## src/sv/bhs_pkg.sv

```systemverilog
// bhs_pkg: shared types, codes and reset values for the bootstrap handshake sequencer
// no dependencies; used by the interfaces, the csr bank, the core and the top level
package bhs_pkg;

   // field widths
   localparam int OP_BITS    = 2;
   localparam int STAMP_BITS = 32;
   localparam int CFG_BITS   = 32;
   localparam int PHASE_BITS = 3;
   localparam int CSR_IDX_BITS = 2;

   // default timestamp width used for the internal time arithmetic
   localparam int TIME_BITS_DEFAULT = 32;

   // configuration register indexes
   localparam logic [CSR_IDX_BITS-1:0] CSR_HELLO_RETRY = 2'd0;
   localparam logic [CSR_IDX_BITS-1:0] CSR_READY_RETRY = 2'd1;
   localparam logic [CSR_IDX_BITS-1:0] CSR_OVERALL_TMO = 2'd2;

   // configuration reset values
   localparam logic [CFG_BITS-1:0] HELLO_RETRY_RESET = 32'd1000;
   localparam logic [CFG_BITS-1:0] READY_RETRY_RESET = 32'd1000;
   localparam logic [CFG_BITS-1:0] OVERALL_TMO_RESET = 32'd10000;

   // request operations
   typedef enum logic [OP_BITS-1:0] {
      OP_RESTART       = 2'd0,
      OP_TICK          = 2'd1,
      OP_SERVER_HELLO  = 2'd2,
      OP_RUNTIME_START = 2'd3
   } op_type;

   // bring-up phases, one-hot
   typedef enum logic [5:0] {
      PH_INIT       = 6'b000001,
      PH_WAIT_HELLO = 6'b000010,
      PH_WAIT_START = 6'b000100,
      PH_READY      = 6'b001000,
      PH_RUNNING    = 6'b010000,
      PH_FAILED     = 6'b100000
   } phase_type;

   // phase codes as seen on the response
   localparam logic [PHASE_BITS-1:0] PHASE_CODE_INIT       = 3'd0;
   localparam logic [PHASE_BITS-1:0] PHASE_CODE_WAIT_HELLO = 3'd1;
   localparam logic [PHASE_BITS-1:0] PHASE_CODE_WAIT_START = 3'd2;
   localparam logic [PHASE_BITS-1:0] PHASE_CODE_READY      = 3'd3;
   localparam logic [PHASE_BITS-1:0] PHASE_CODE_RUNNING    = 3'd4;
   localparam logic [PHASE_BITS-1:0] PHASE_CODE_FAILED     = 3'd5;

   // configuration set handed from the csr bank to the core
   typedef struct packed {
      logic [CFG_BITS-1:0] hello_retry_interval;
      logic [CFG_BITS-1:0] ready_retry_interval;
      logic [CFG_BITS-1:0] overall_timeout;
   } cfg_type;

   // one response item
   typedef struct packed {
      logic                  send_client_hello;
      logic                  send_runtime_ready;
      logic [PHASE_BITS-1:0] phase_now;
      logic                  is_running;
      logic                  event_ignored;
   } rsp_type;

   // one-hot phase to response code
   function automatic logic [PHASE_BITS-1:0] phase_code(input phase_type ph);
      logic [PHASE_BITS-1:0] code;
      unique case (ph)
         PH_INIT:       code = PHASE_CODE_INIT;
         PH_WAIT_HELLO: code = PHASE_CODE_WAIT_HELLO;
         PH_WAIT_START: code = PHASE_CODE_WAIT_START;
         PH_READY:      code = PHASE_CODE_READY;
         PH_RUNNING:    code = PHASE_CODE_RUNNING;
         PH_FAILED:     code = PHASE_CODE_FAILED;
         default:       code = PHASE_CODE_INIT;
      endcase
      return code;
   endfunction

endpackage

```

## src/sv/bhs_req_if.sv

```systemverilog
// bhs_req_if: request channel of the bootstrap handshake sequencer
// depends on bhs_pkg for the field widths
interface bhs_req_if;
   import bhs_pkg::*;

   logic                  valid;
   logic                  ready;
   logic [OP_BITS-1:0]    operation;
   logic [STAMP_BITS-1:0] time_now;

   modport source (output valid, output operation, output time_now, input ready);
   modport sink   (input valid, input operation, input time_now, output ready);
endinterface

```

## src/sv/bhs_rsp_if.sv

```systemverilog
// bhs_rsp_if: response channel of the bootstrap handshake sequencer
// depends on bhs_pkg for the field widths
interface bhs_rsp_if;
   import bhs_pkg::*;

   logic                  valid;
   logic                  ready;
   logic                  send_client_hello;
   logic                  send_runtime_ready;
   logic [PHASE_BITS-1:0] phase_now;
   logic                  is_running;
   logic                  event_ignored;

   modport source (output valid, output send_client_hello, output send_runtime_ready,
                   output phase_now, output is_running, output event_ignored,
                   input ready);
   modport sink   (input valid, input send_client_hello, input send_runtime_ready,
                   input phase_now, input is_running, input event_ignored,
                   output ready);
endinterface

```

## src/sv/bhs_csr.sv

```systemverilog
// bhs_csr: configuration register bank (retry intervals and overall timeout)
// depends on bhs_pkg for register indexes, reset values and cfg_type
module bhs_csr (
   input  logic                              clock,
   input  logic                              reset,
   input  logic                              csr_we,
   input  logic [bhs_pkg::CSR_IDX_BITS-1:0]  csr_index,
   input  logic [bhs_pkg::CFG_BITS-1:0]      csr_wdata,
   output bhs_pkg::cfg_type                  cfg
);
   import bhs_pkg::*;

   cfg_type cfg_ff;
   cfg_type cfg_in;

   // register write decode; indexes past the list are dropped
   always_comb begin
      cfg_in = cfg_ff;
      if (csr_we) begin
         unique case (csr_index)
            CSR_HELLO_RETRY: cfg_in.hello_retry_interval = csr_wdata;
            CSR_READY_RETRY: cfg_in.ready_retry_interval = csr_wdata;
            CSR_OVERALL_TMO: cfg_in.overall_timeout      = csr_wdata;
            default:         cfg_in = cfg_ff;
         endcase
      end
   end

   always_ff @(posedge clock) begin
      if (reset) begin
         cfg_ff.hello_retry_interval <= HELLO_RETRY_RESET;
         cfg_ff.ready_retry_interval <= READY_RETRY_RESET;
         cfg_ff.overall_timeout      <= OVERALL_TMO_RESET;
      end else begin
         cfg_ff <= cfg_in;
      end
   end

   assign cfg = cfg_ff;
endmodule

```

## src/sv/bhs_core.sv

```systemverilog
// bhs_core: phase state and timestamps, plus the single-pass next-state and response logic
// depends on bhs_pkg for op_type, phase_type, cfg_type and rsp_type
module bhs_core #(
   parameter int TIME_BITS = bhs_pkg::TIME_BITS_DEFAULT
) (
   input  logic                              clock,
   input  logic                              reset,
   input  logic                              step,
   input  logic [bhs_pkg::OP_BITS-1:0]       operation,
   input  logic [bhs_pkg::STAMP_BITS-1:0]    time_now,
   input  bhs_pkg::cfg_type                  cfg,
   output bhs_pkg::rsp_type                  rsp
);
   import bhs_pkg::*;

   localparam int CMP_BITS = (TIME_BITS > CFG_BITS) ? TIME_BITS : CFG_BITS;

   phase_type            phase_ff, phase_in;
   logic [TIME_BITS-1:0] start_time_ff, start_time_in;
   logic [TIME_BITS-1:0] last_hello_ff, last_hello_in;
   logic [TIME_BITS-1:0] last_ready_ff, last_ready_in;

   logic [TIME_BITS-1:0] now_t;
   logic [TIME_BITS-1:0] since_start;
   logic [TIME_BITS-1:0] since_hello;
   logic [TIME_BITS-1:0] since_ready;
   logic                 timeout;
   logic                 hello_due;
   logic                 ready_due;
   op_type               op;
   logic                 hello, ready, ignored;

   // elapsed times wrap modulo 2^TIME_BITS
   assign now_t       = TIME_BITS'(time_now);
   assign since_start = now_t - start_time_ff;
   assign since_hello = now_t - last_hello_ff;
   assign since_ready = now_t - last_ready_ff;

   assign timeout   = CMP_BITS'(since_start) >= CMP_BITS'(cfg.overall_timeout);
   assign hello_due = CMP_BITS'(since_hello) >= CMP_BITS'(cfg.hello_retry_interval);
   assign ready_due = CMP_BITS'(since_ready) >= CMP_BITS'(cfg.ready_retry_interval);

   assign op = op_type'(operation);

   // next phase and send decisions for one request
   always_comb begin
      phase_in      = phase_ff;
      start_time_in = start_time_ff;
      last_hello_in = last_hello_ff;
      last_ready_in = last_ready_ff;
      hello         = 1'b0;
      ready         = 1'b0;
      ignored       = 1'b0;
      unique case (op)
         OP_RESTART: begin
            phase_in      = PH_INIT;
            start_time_in = now_t;
            last_hello_in = '0;
            last_ready_in = '0;
         end
         OP_TICK: begin
            unique case (phase_ff)
               PH_INIT: begin
                  if (timeout) begin
                     phase_in = PH_FAILED;
                  end else begin
                     phase_in      = PH_WAIT_HELLO;
                     last_hello_in = now_t;
                     hello         = 1'b1;
                  end
               end
               PH_WAIT_HELLO: begin
                  if (timeout) begin
                     phase_in = PH_FAILED;
                  end else if (hello_due) begin
                     last_hello_in = now_t;
                     hello         = 1'b1;
                  end
               end
               PH_WAIT_START: begin
                  if (timeout) begin
                     phase_in = PH_FAILED;
                  end else if (ready_due) begin
                     last_ready_in = now_t;
                     ready         = 1'b1;
                  end
               end
               PH_READY: begin
                  phase_in = PH_RUNNING;
               end
               default: begin
                  phase_in = phase_ff;
               end
            endcase
         end
         OP_SERVER_HELLO: begin
            if (phase_ff == PH_WAIT_HELLO) begin
               phase_in      = PH_WAIT_START;
               last_ready_in = now_t;
               ready         = 1'b1;
            end else begin
               ignored = 1'b1;
            end
         end
         OP_RUNTIME_START: begin
            if (phase_ff == PH_WAIT_START) begin
               phase_in = PH_READY;
            end else begin
               ignored = 1'b1;
            end
         end
         default: begin
            ignored = 1'b0;
         end
      endcase
   end

   // response for this request
   always_comb begin
      rsp.send_client_hello  = hello;
      rsp.send_runtime_ready = ready;
      rsp.phase_now          = phase_code(phase_in);
      rsp.is_running         = (phase_in == PH_RUNNING);
      rsp.event_ignored      = ignored;
   end

   // state update when the request moves into the response register
   always_ff @(posedge clock) begin
      if (reset) begin
         phase_ff      <= PH_INIT;
         start_time_ff <= '0;
         last_hello_ff <= '0;
         last_ready_ff <= '0;
      end else if (step) begin
         phase_ff      <= phase_in;
         start_time_ff <= start_time_in;
         last_hello_ff <= last_hello_in;
         last_ready_ff <= last_ready_in;
      end
   end
endmodule

```

## src/sv/bootstrap_handshake_sequencer_top.sv

```systemverilog
// bootstrap handshake sequencer, top level: request register, core, response register
// a request is held in the request register until it moves into the response register
// throughput: one request per cycle while the response channel does not stall
// reset (synchronous): phase init, timestamps zero, intervals 1000/1000, timeout 10000
// depends on bhs_pkg, bhs_req_if, bhs_rsp_if, bhs_csr and bhs_core
module bootstrap_handshake_sequencer_top #(
   parameter int TIME_BITS = bhs_pkg::TIME_BITS_DEFAULT
) (
   input  logic                              clock,
   input  logic                              reset,
   bhs_req_if.sink                           req_chan,
   bhs_rsp_if.source                         rsp_chan,
   input  logic                              csr_we,
   input  logic [bhs_pkg::CSR_IDX_BITS-1:0]  csr_index,
   input  logic [bhs_pkg::CFG_BITS-1:0]      csr_wdata
);
   import bhs_pkg::*;

   cfg_type               cfg;
   rsp_type               core_rsp;

   logic                  in_valid_ff, in_valid_in;
   logic [OP_BITS-1:0]    in_op_ff;
   logic [STAMP_BITS-1:0] in_time_ff;
   logic                  out_valid_ff, out_valid_in;
   rsp_type               out_rsp_ff;

   logic                  advance;
   logic                  req_take;

   // pipeline moves when the response register is empty or being drained
   assign advance  = !out_valid_ff || rsp_chan.ready;
   assign req_take = req_chan.valid && req_chan.ready;
   assign req_chan.ready = advance || !in_valid_ff;

   assign in_valid_in  = req_take ? 1'b1 : (advance ? 1'b0 : in_valid_ff);
   assign out_valid_in = advance ? in_valid_ff : out_valid_ff;

   // request register
   always_ff @(posedge clock) begin
      if (reset) begin
         in_valid_ff <= 1'b0;
      end else begin
         in_valid_ff <= in_valid_in;
      end
   end

   always_ff @(posedge clock) begin
      if (req_take) begin
         in_op_ff   <= req_chan.operation;
         in_time_ff <= req_chan.time_now;
      end
   end

   bhs_csr u_csr (
      .clock     (clock),
      .reset     (reset),
      .csr_we    (csr_we),
      .csr_index (csr_index),
      .csr_wdata (csr_wdata),
      .cfg       (cfg)
   );

   bhs_core #(
      .TIME_BITS (TIME_BITS)
   ) u_core (
      .clock     (clock),
      .reset     (reset),
      .step      (advance && in_valid_ff),
      .operation (in_op_ff),
      .time_now  (in_time_ff),
      .cfg       (cfg),
      .rsp       (core_rsp)
   );

   // response register
   always_ff @(posedge clock) begin
      if (reset) begin
         out_valid_ff <= 1'b0;
      end else begin
         out_valid_ff <= out_valid_in;
      end
   end

   always_ff @(posedge clock) begin
      if (advance && in_valid_ff) begin
         out_rsp_ff <= core_rsp;
      end
   end

   assign rsp_chan.valid              = out_valid_ff;
   assign rsp_chan.send_client_hello  = out_rsp_ff.send_client_hello;
   assign rsp_chan.send_runtime_ready = out_rsp_ff.send_runtime_ready;
   assign rsp_chan.phase_now          = out_rsp_ff.phase_now;
   assign rsp_chan.is_running         = out_rsp_ff.is_running;
   assign rsp_chan.event_ignored      = out_rsp_ff.event_ignored;
endmodule

```

## src/flat_wrapper.sv

```systemverilog
// flat-port wrapper written by rule: the top's interface ports become plain ports
module bootstrap_handshake_sequencer_top_flat import bhs_pkg::*;
#(
   parameter int TIME_BITS = bhs_pkg::TIME_BITS_DEFAULT
)
  (clock, reset, csr_we, csr_index, csr_wdata, req_chan_valid, req_chan_operation, req_chan_time_now, req_chan_ready, rsp_chan_valid, rsp_chan_send_client_hello, rsp_chan_send_runtime_ready, rsp_chan_phase_now, rsp_chan_is_running, rsp_chan_event_ignored, rsp_chan_ready);
  bhs_req_if req_chan_i ();
  bhs_rsp_if rsp_chan_i ();
  input  logic clock;
  input  logic reset;
  input  logic csr_we;
  input  logic [bhs_pkg::CSR_IDX_BITS-1:0] csr_index;
  input  logic [bhs_pkg::CFG_BITS-1:0] csr_wdata;
  input wire logic [$bits(req_chan_i.valid)-1:0] req_chan_valid;
  input wire logic [$bits(req_chan_i.operation)-1:0] req_chan_operation;
  input wire logic [$bits(req_chan_i.time_now)-1:0] req_chan_time_now;
  output wire logic [$bits(req_chan_i.ready)-1:0] req_chan_ready;
  output wire logic [$bits(rsp_chan_i.valid)-1:0] rsp_chan_valid;
  output wire logic [$bits(rsp_chan_i.send_client_hello)-1:0] rsp_chan_send_client_hello;
  output wire logic [$bits(rsp_chan_i.send_runtime_ready)-1:0] rsp_chan_send_runtime_ready;
  output wire logic [$bits(rsp_chan_i.phase_now)-1:0] rsp_chan_phase_now;
  output wire logic [$bits(rsp_chan_i.is_running)-1:0] rsp_chan_is_running;
  output wire logic [$bits(rsp_chan_i.event_ignored)-1:0] rsp_chan_event_ignored;
  input wire logic [$bits(rsp_chan_i.ready)-1:0] rsp_chan_ready;
  assign req_chan_i.valid = req_chan_valid;
  assign req_chan_i.operation = req_chan_operation;
  assign req_chan_i.time_now = req_chan_time_now;
  assign req_chan_ready = req_chan_i.ready;
  assign rsp_chan_valid = rsp_chan_i.valid;
  assign rsp_chan_send_client_hello = rsp_chan_i.send_client_hello;
  assign rsp_chan_send_runtime_ready = rsp_chan_i.send_runtime_ready;
  assign rsp_chan_phase_now = rsp_chan_i.phase_now;
  assign rsp_chan_is_running = rsp_chan_i.is_running;
  assign rsp_chan_event_ignored = rsp_chan_i.event_ignored;
  assign rsp_chan_i.ready = rsp_chan_ready;
  bootstrap_handshake_sequencer_top #(.TIME_BITS(TIME_BITS)) u_core (.clock(clock), .reset(reset), .req_chan(req_chan_i), .rsp_chan(rsp_chan_i), .csr_we(csr_we), .csr_index(csr_index), .csr_wdata(csr_wdata));
endmodule
```

## config.mk

```make
export PLATFORM = sky130hd
export DESIGN_NAME = bootstrap_handshake_sequencer_top_flat
export DESIGN_NICKNAME = d
export VERILOG_FILES = /design/src/sv/bhs_pkg.sv /design/src/sv/bhs_req_if.sv /design/src/sv/bhs_rsp_if.sv /design/src/sv/bhs_csr.sv /design/src/sv/bhs_core.sv /design/src/sv/bootstrap_handshake_sequencer_top.sv /design/src/flat_wrapper.sv
export SDC_FILE = /design/constraint.sdc
export NUM_CORES = 1
export LEC_CHECK = 0
export ABC_AREA = 0
export BUFFER_PORTS_ARGS = -buffer_cell sky130_fd_sc_hd__buf_2
export CAP_MARGIN = 20
export CORE_MARGIN = 1
export CORE_UTILIZATION = 65
export DETAILED_ROUTE_END_ITERATION = 10
export GPL_TIMING_DRIVEN = 0
export HOLD_SLACK_MARGIN = 0.02
export PLACE_DENSITY = 0.86
export SLEW_MARGIN = 10
export SYNTH_ARGS = -nofsm -noshare
export SYNTH_HDL_FRONTEND = slang
export SYNTH_SLANG_ARGS = --single-unit
```

## constraint.sdc

```tcl
create_clock -name clock -period 14.02 [get_ports clock]
set_input_delay 2.804 -clock clock [delete_from_list [all_inputs] [get_ports clock]]
set_output_delay 2.804 -clock clock [all_outputs]
set_load 0.005 [all_outputs]
```

==> results.txt <==
Walking the worst path, the cells encountered are inv_1, ha_1, inv_1, fa_1, a211oi_1, nor4_1, a211oi_1, o2111ai_1, nand3_1, a31oi_1, a221o_1, o311ai_0, ha_1, nand4_1, or2_0, a311o_1, a31o_2, nor4b_4, nand2_1, nor2_1, o211a_1, clkbuf_1, buf_2, mux2i_1. In the routed design, unresolved DRC markers number 0. The count of TritonRoute iterations in the first routing pass came out at 6. After synthesis, the cell types taking the most area are sky130_fd_sc_hd__dfxtp_1, sky130_fd_sc_hd__ha_1, sky130_fd_sc_hd__nand2_1.

After synthesis, the share of flip-flops with an asynchronous set or reset is 0%. The finished layout holds 2,421 standard cells, fillers aside. The die is 158 um wide.

The share of cells above drive strength 1 came out at 7.23%. The number of failing hold endpoints at the final stage was 0. The number of max-slew violations in the final report came to 0.

The filler cells instantiated in the layout total 1,795. Setup repair after global routing left no endpoint under its margin. The number of diodes is 0.

The synthesis-to-layout area growth is 11.5%. STA classifies the critical path endpoint as a register. The number of warnings reported in the yosys synthesis log came out at 0.

The setup total negative slack is 0 ns. The die outline area came out at between 0.02 and 0.03 sq mm. The number of buffers inserted for hold repair after clock tree synthesis is 0. The worst register-to-register path has a setup slack of ~6.8 ns. The worst hold path cell count is 2.

On the critical path the largest part of the delay comes from compound AO/OA/AOI/OAI gates. No sink is reached through more buffers than the 3 on the longest clock path. The average wire per standard cell came out at about 19 um. The via total after detailed routing is approximately 15k. The synthesized flop and latch total came out at 241. The number of gates resized after CTS is 0. Summing the sequential cell areas from Yosys gives 33.0% of the chip area.

The initial antenna violation count was 0. The element type at the critical path start is a register. Using the TritonRoute via totals, the vias-per-cell ratio works out to ~6. The number of cells on the worst reg-to-reg path came out at 24. The worst ir drop on vdd is between 100 and 150 uV.

In this run the tool buffered the top-level ports with 81 buffer cells. The number of DRC markers after the initial detailed-route iteration came out at between 1.5k and 2k. The routability-driven placement congestion ratio is about 0.9. The largest individual stage delay along the critical path comes from the cell sky130_fd_sc_hd__o311ai_0. The clock insertion delay at the later pin of the skew report is between 0.5 and 0.6 ns. The post-synth design cell area came out at roughly 0.016 sq mm. The instance area after placement is about 0.017 sq mm. In this run the critical register-to-register path is launched from u_core.in_time_ff[0]. The top achievable clock speed came out at around 140 MHz. The post-route clock skew is between 0.015 and 0.02 ns. Post-CTS timing repair inserted 0 buffers for setup.

CTS placed an instance of sky130_fd_sc_hd__clkbuf_16 at the clock tree root. After clock tree synthesis, the clock-pin slew on the worst setup and hold paths is 0.06 ns. The initial utilization of the core area, before any placement, comes to roughly two thirds. The critical path required time came out at ~15 ns.

The H-tree depth is 1. The path with the worst hold slack has its endpoint at u_core.u_csr.cfg[54]. Among all flip-flop cells after synthesis, the most frequent one is sky130_fd_sc_hd__dfxtp_1. The total power divided by cell area came out at ~110 mW/mm^2. The critical path runs through a total of 24 cells. Counting every net in the synthesized netlist gives 2,236. The standby leakage power came out at just under 7 nW.

The actual transition at the worst max-transition pin came out at ~1.2 ns. The half-perimeter wire length after placement is around 34,000 um. The number of placed instances with taps included came out at ~2.4k.

The total track usage is 36.1%. The min-delay analysis places its worst path in the category reg2reg. The critical path class is reg2reg. The synthesized area divided by synthesized cell count is about 8.1 sq um. The number of distinct library cell variants in the gate-level netlist after synthesis is 75. The cell area after layout came out at 0.0177 sq mm.

Entering global routing, the biggest net connects 19 pins. The number of top-level design ports is 82. The clock drives about 240 sinks. The library cell with the largest summed area after synthesis is sky130_fd_sc_hd__dfxtp_1.

The core box area came out at 0.0237 sq mm. By instance count, the leading cell after synthesis is sky130_fd_sc_hd__nand2_1. The part of the cycle the worst path needs came out at around half.

The routed wire length came out at 45,000 um. The detail route stage leaves a number of antenna-violating nets equal to 0. The share of the synthesized area in the top cell type is between 20% and 30%. The worst slew margin relative to its limit came out at between 20% and 30%. The number of nets in the final layout is approximately 2.3k.

The total congestion overflow came out at 0. Clock tree synthesis inserted a total of 28 buffers. The arrival time at the worst endpoint came out at 7.73 ns.

The maximum fanout along the worst path is 10. For this run, the slowest stage of the critical path takes ~0.50 ns. The commonest cells after synthesis are sky130_fd_sc_hd__nand2_1, sky130_fd_sc_hd__a21oi_1, sky130_fd_sc_hd__inv_1, sky130_fd_sc_hd__dfxtp_1, sky130_fd_sc_hd__ha_1.

The final count of negative-setup-slack endpoints is 0. The number of buffer and inverter stages on the critical path is 4. The number of max-cap violations came out at 0. The TritonCTS clock tree is yes. The via count of the first global-routing pass is approximately 14k. After technology mapping, the gate count stands at roughly 2.0k. Subtracting the final worst setup slack from the clock period gives ~7.3 ns. The synthesized design contains 41 enable-type register cells.

The first global-routing pass estimated approximately 70,000 um of wire. The floorplan has 56 rows. The die is between 150 and 200 um tall. The flow ran to the end, and the final reports show no timing, DRC or antenna violations. The fraction of the core area covered by cells at the end of the flow came out at approximately three quarters. In this run the most critical hold path is launched from u_core.u_csr.cfg[54]. The worst register-to-register path ends at u_core.u_core.last_hello_ff[24].
per-stage QoR:
stage,hold slack [ns],total power [mW],worst slack [ns]
floorplan,0.435,1.03,8.15
global placement,0.442,1.13,6.88
detailed placement,0.446,1.14,7.04
CTS,0.454,1.92,6.99
global route,0.471,2.00,6.46
finish,0.453,1.93,6.77
final cells by class:
cell class,count,area [sq um],area share (%)
plain buffers,67,259,1.46
clock buffers,43,861,4.86
clock inverters,9,126,0.714
inverters,222,833,4.71
multi-input cells,1437,9540,53.9
flip-flops and latches,241,5240,29.6
well taps,319,399,2.26
repair buffers,83,444,2.51
where the power goes:
group / switching [mW] / internal [mW]
logic: 0.235 / 0.160
clock network: 0.307 / 0.477
registers: 0.0204 / 0.727
cell families (layout without fill, tap and decap cells):
logic type | Yosys count | after routing | share of synthesized area [%]
simple gates | 606 | 606 | 16.7
xor+xnor | 81 | 81 | 4.47
compound gates | 521 | 521 | 21.3
buf+inv | 289 | 424 | 6.88
flops | 241 | 241 | 33.0
fa+ha+maj | 196 | 196 | 15.6
mux | 33 | 33 | 2.08
worst max-delay path by stage:
stage                                     from                               to  slack, ns
after floorplan                 rsp_chan_ready                   req_chan_ready       8.15
after global placement    u_core.in_time_ff[0]  u_core.u_core.last_ready_ff[30]       6.88
after detailed placement  u_core.in_time_ff[0]  u_core.u_core.last_hello_ff[24]       7.04
after CTS                 u_core.in_time_ff[0]  u_core.u_core.last_hello_ff[24]       6.99
after global routing      u_core.in_time_ff[0]  u_core.u_core.last_hello_ff[24]       6.46
final                     u_core.in_time_ff[0]  u_core.u_core.last_hello_ff[24]       6.77
layer usage:
layer	vias up	track usage, %	part of all wire (%)
li1	7027	-	-
met1	6879	49.5	44
met2	627	56.8	44
met3	107	6.10	9.3
met4	0	13.1	3.5
met5	-	0	0
flip-flops by register name, summed over array words and instances, names as in the netlist:
| signal | flops |
|---|---|
| u_core.u_csr.cfg | 96 |
| u_core.in_time_ff | 32 |
| u_core.u_core.last_hello_ff | 32 |
| u_core.u_core.last_ready_ff | 32 |
| u_core.u_core.start_time_ff | 32 |
| u_core.u_core.phase_ff | 6 |
| u_core.rsp_chan.phase_now | 3 |
| u_core.in_op_ff | 2 |
| u_core.in_valid_ff | 1 |
| u_core.rsp_chan.event_ignored | 1 |
| u_core.rsp_chan.is_running | 1 |
| u_core.rsp_chan.send_client_hello | 1 |
| u_core.rsp_chan.send_runtime_ready | 1 |
| u_core.rsp_chan.valid | 1 |
worst register-to-register path: stages (launching register included):
cell,delay [ns]
sky130_fd_sc_hd__edfxtp_1,0.44
sky130_fd_sc_hd__inv_1,0.16
sky130_fd_sc_hd__ha_1,0.19
sky130_fd_sc_hd__inv_1,0.06
sky130_fd_sc_hd__fa_1,0.49
sky130_fd_sc_hd__a211oi_1,0.45
sky130_fd_sc_hd__nor4_1,0.17
sky130_fd_sc_hd__a211oi_1,0.36
sky130_fd_sc_hd__o2111ai_1,0.29
sky130_fd_sc_hd__nand3_1,0.21
sky130_fd_sc_hd__a31oi_1,0.19
sky130_fd_sc_hd__a221o_1,0.41
sky130_fd_sc_hd__o311ai_0,0.50
sky130_fd_sc_hd__ha_1,0.34
sky130_fd_sc_hd__nand4_1,0.10
sky130_fd_sc_hd__or2_0,0.20
sky130_fd_sc_hd__a311o_1,0.26
sky130_fd_sc_hd__a31o_2,0.16
sky130_fd_sc_hd__nor4b_4,0.38
sky130_fd_sc_hd__nand2_1,0.26
sky130_fd_sc_hd__nor2_1,0.23
sky130_fd_sc_hd__o211a_1,0.18
sky130_fd_sc_hd__clkbuf_1,0.50
sky130_fd_sc_hd__buf_2,0.44
sky130_fd_sc_hd__mux2i_1,0.24
placed cells by master, fill, tap and decap left out, drive strengths merged, types with 7 or more instances in the layout:
master / n
nand2: 356
a21oi: 225
inv: 223
dfxtp: 200
ha: 193
nor2: 98
clkbuf: 98
buf: 95
xnor2: 56
a21o: 54
o21ai: 53
edfxtp: 41
a22o: 34
mux2i: 33
nand3: 27
a211o: 26
xor2: 25
o21a: 25
nor3: 20
nand4: 19
nand2b: 17
nor2b: 16
a211oi: 13
o21bai: 13
and3: 11
a31oi: 10
or2: 7
(Power assumes the default switching activity.)
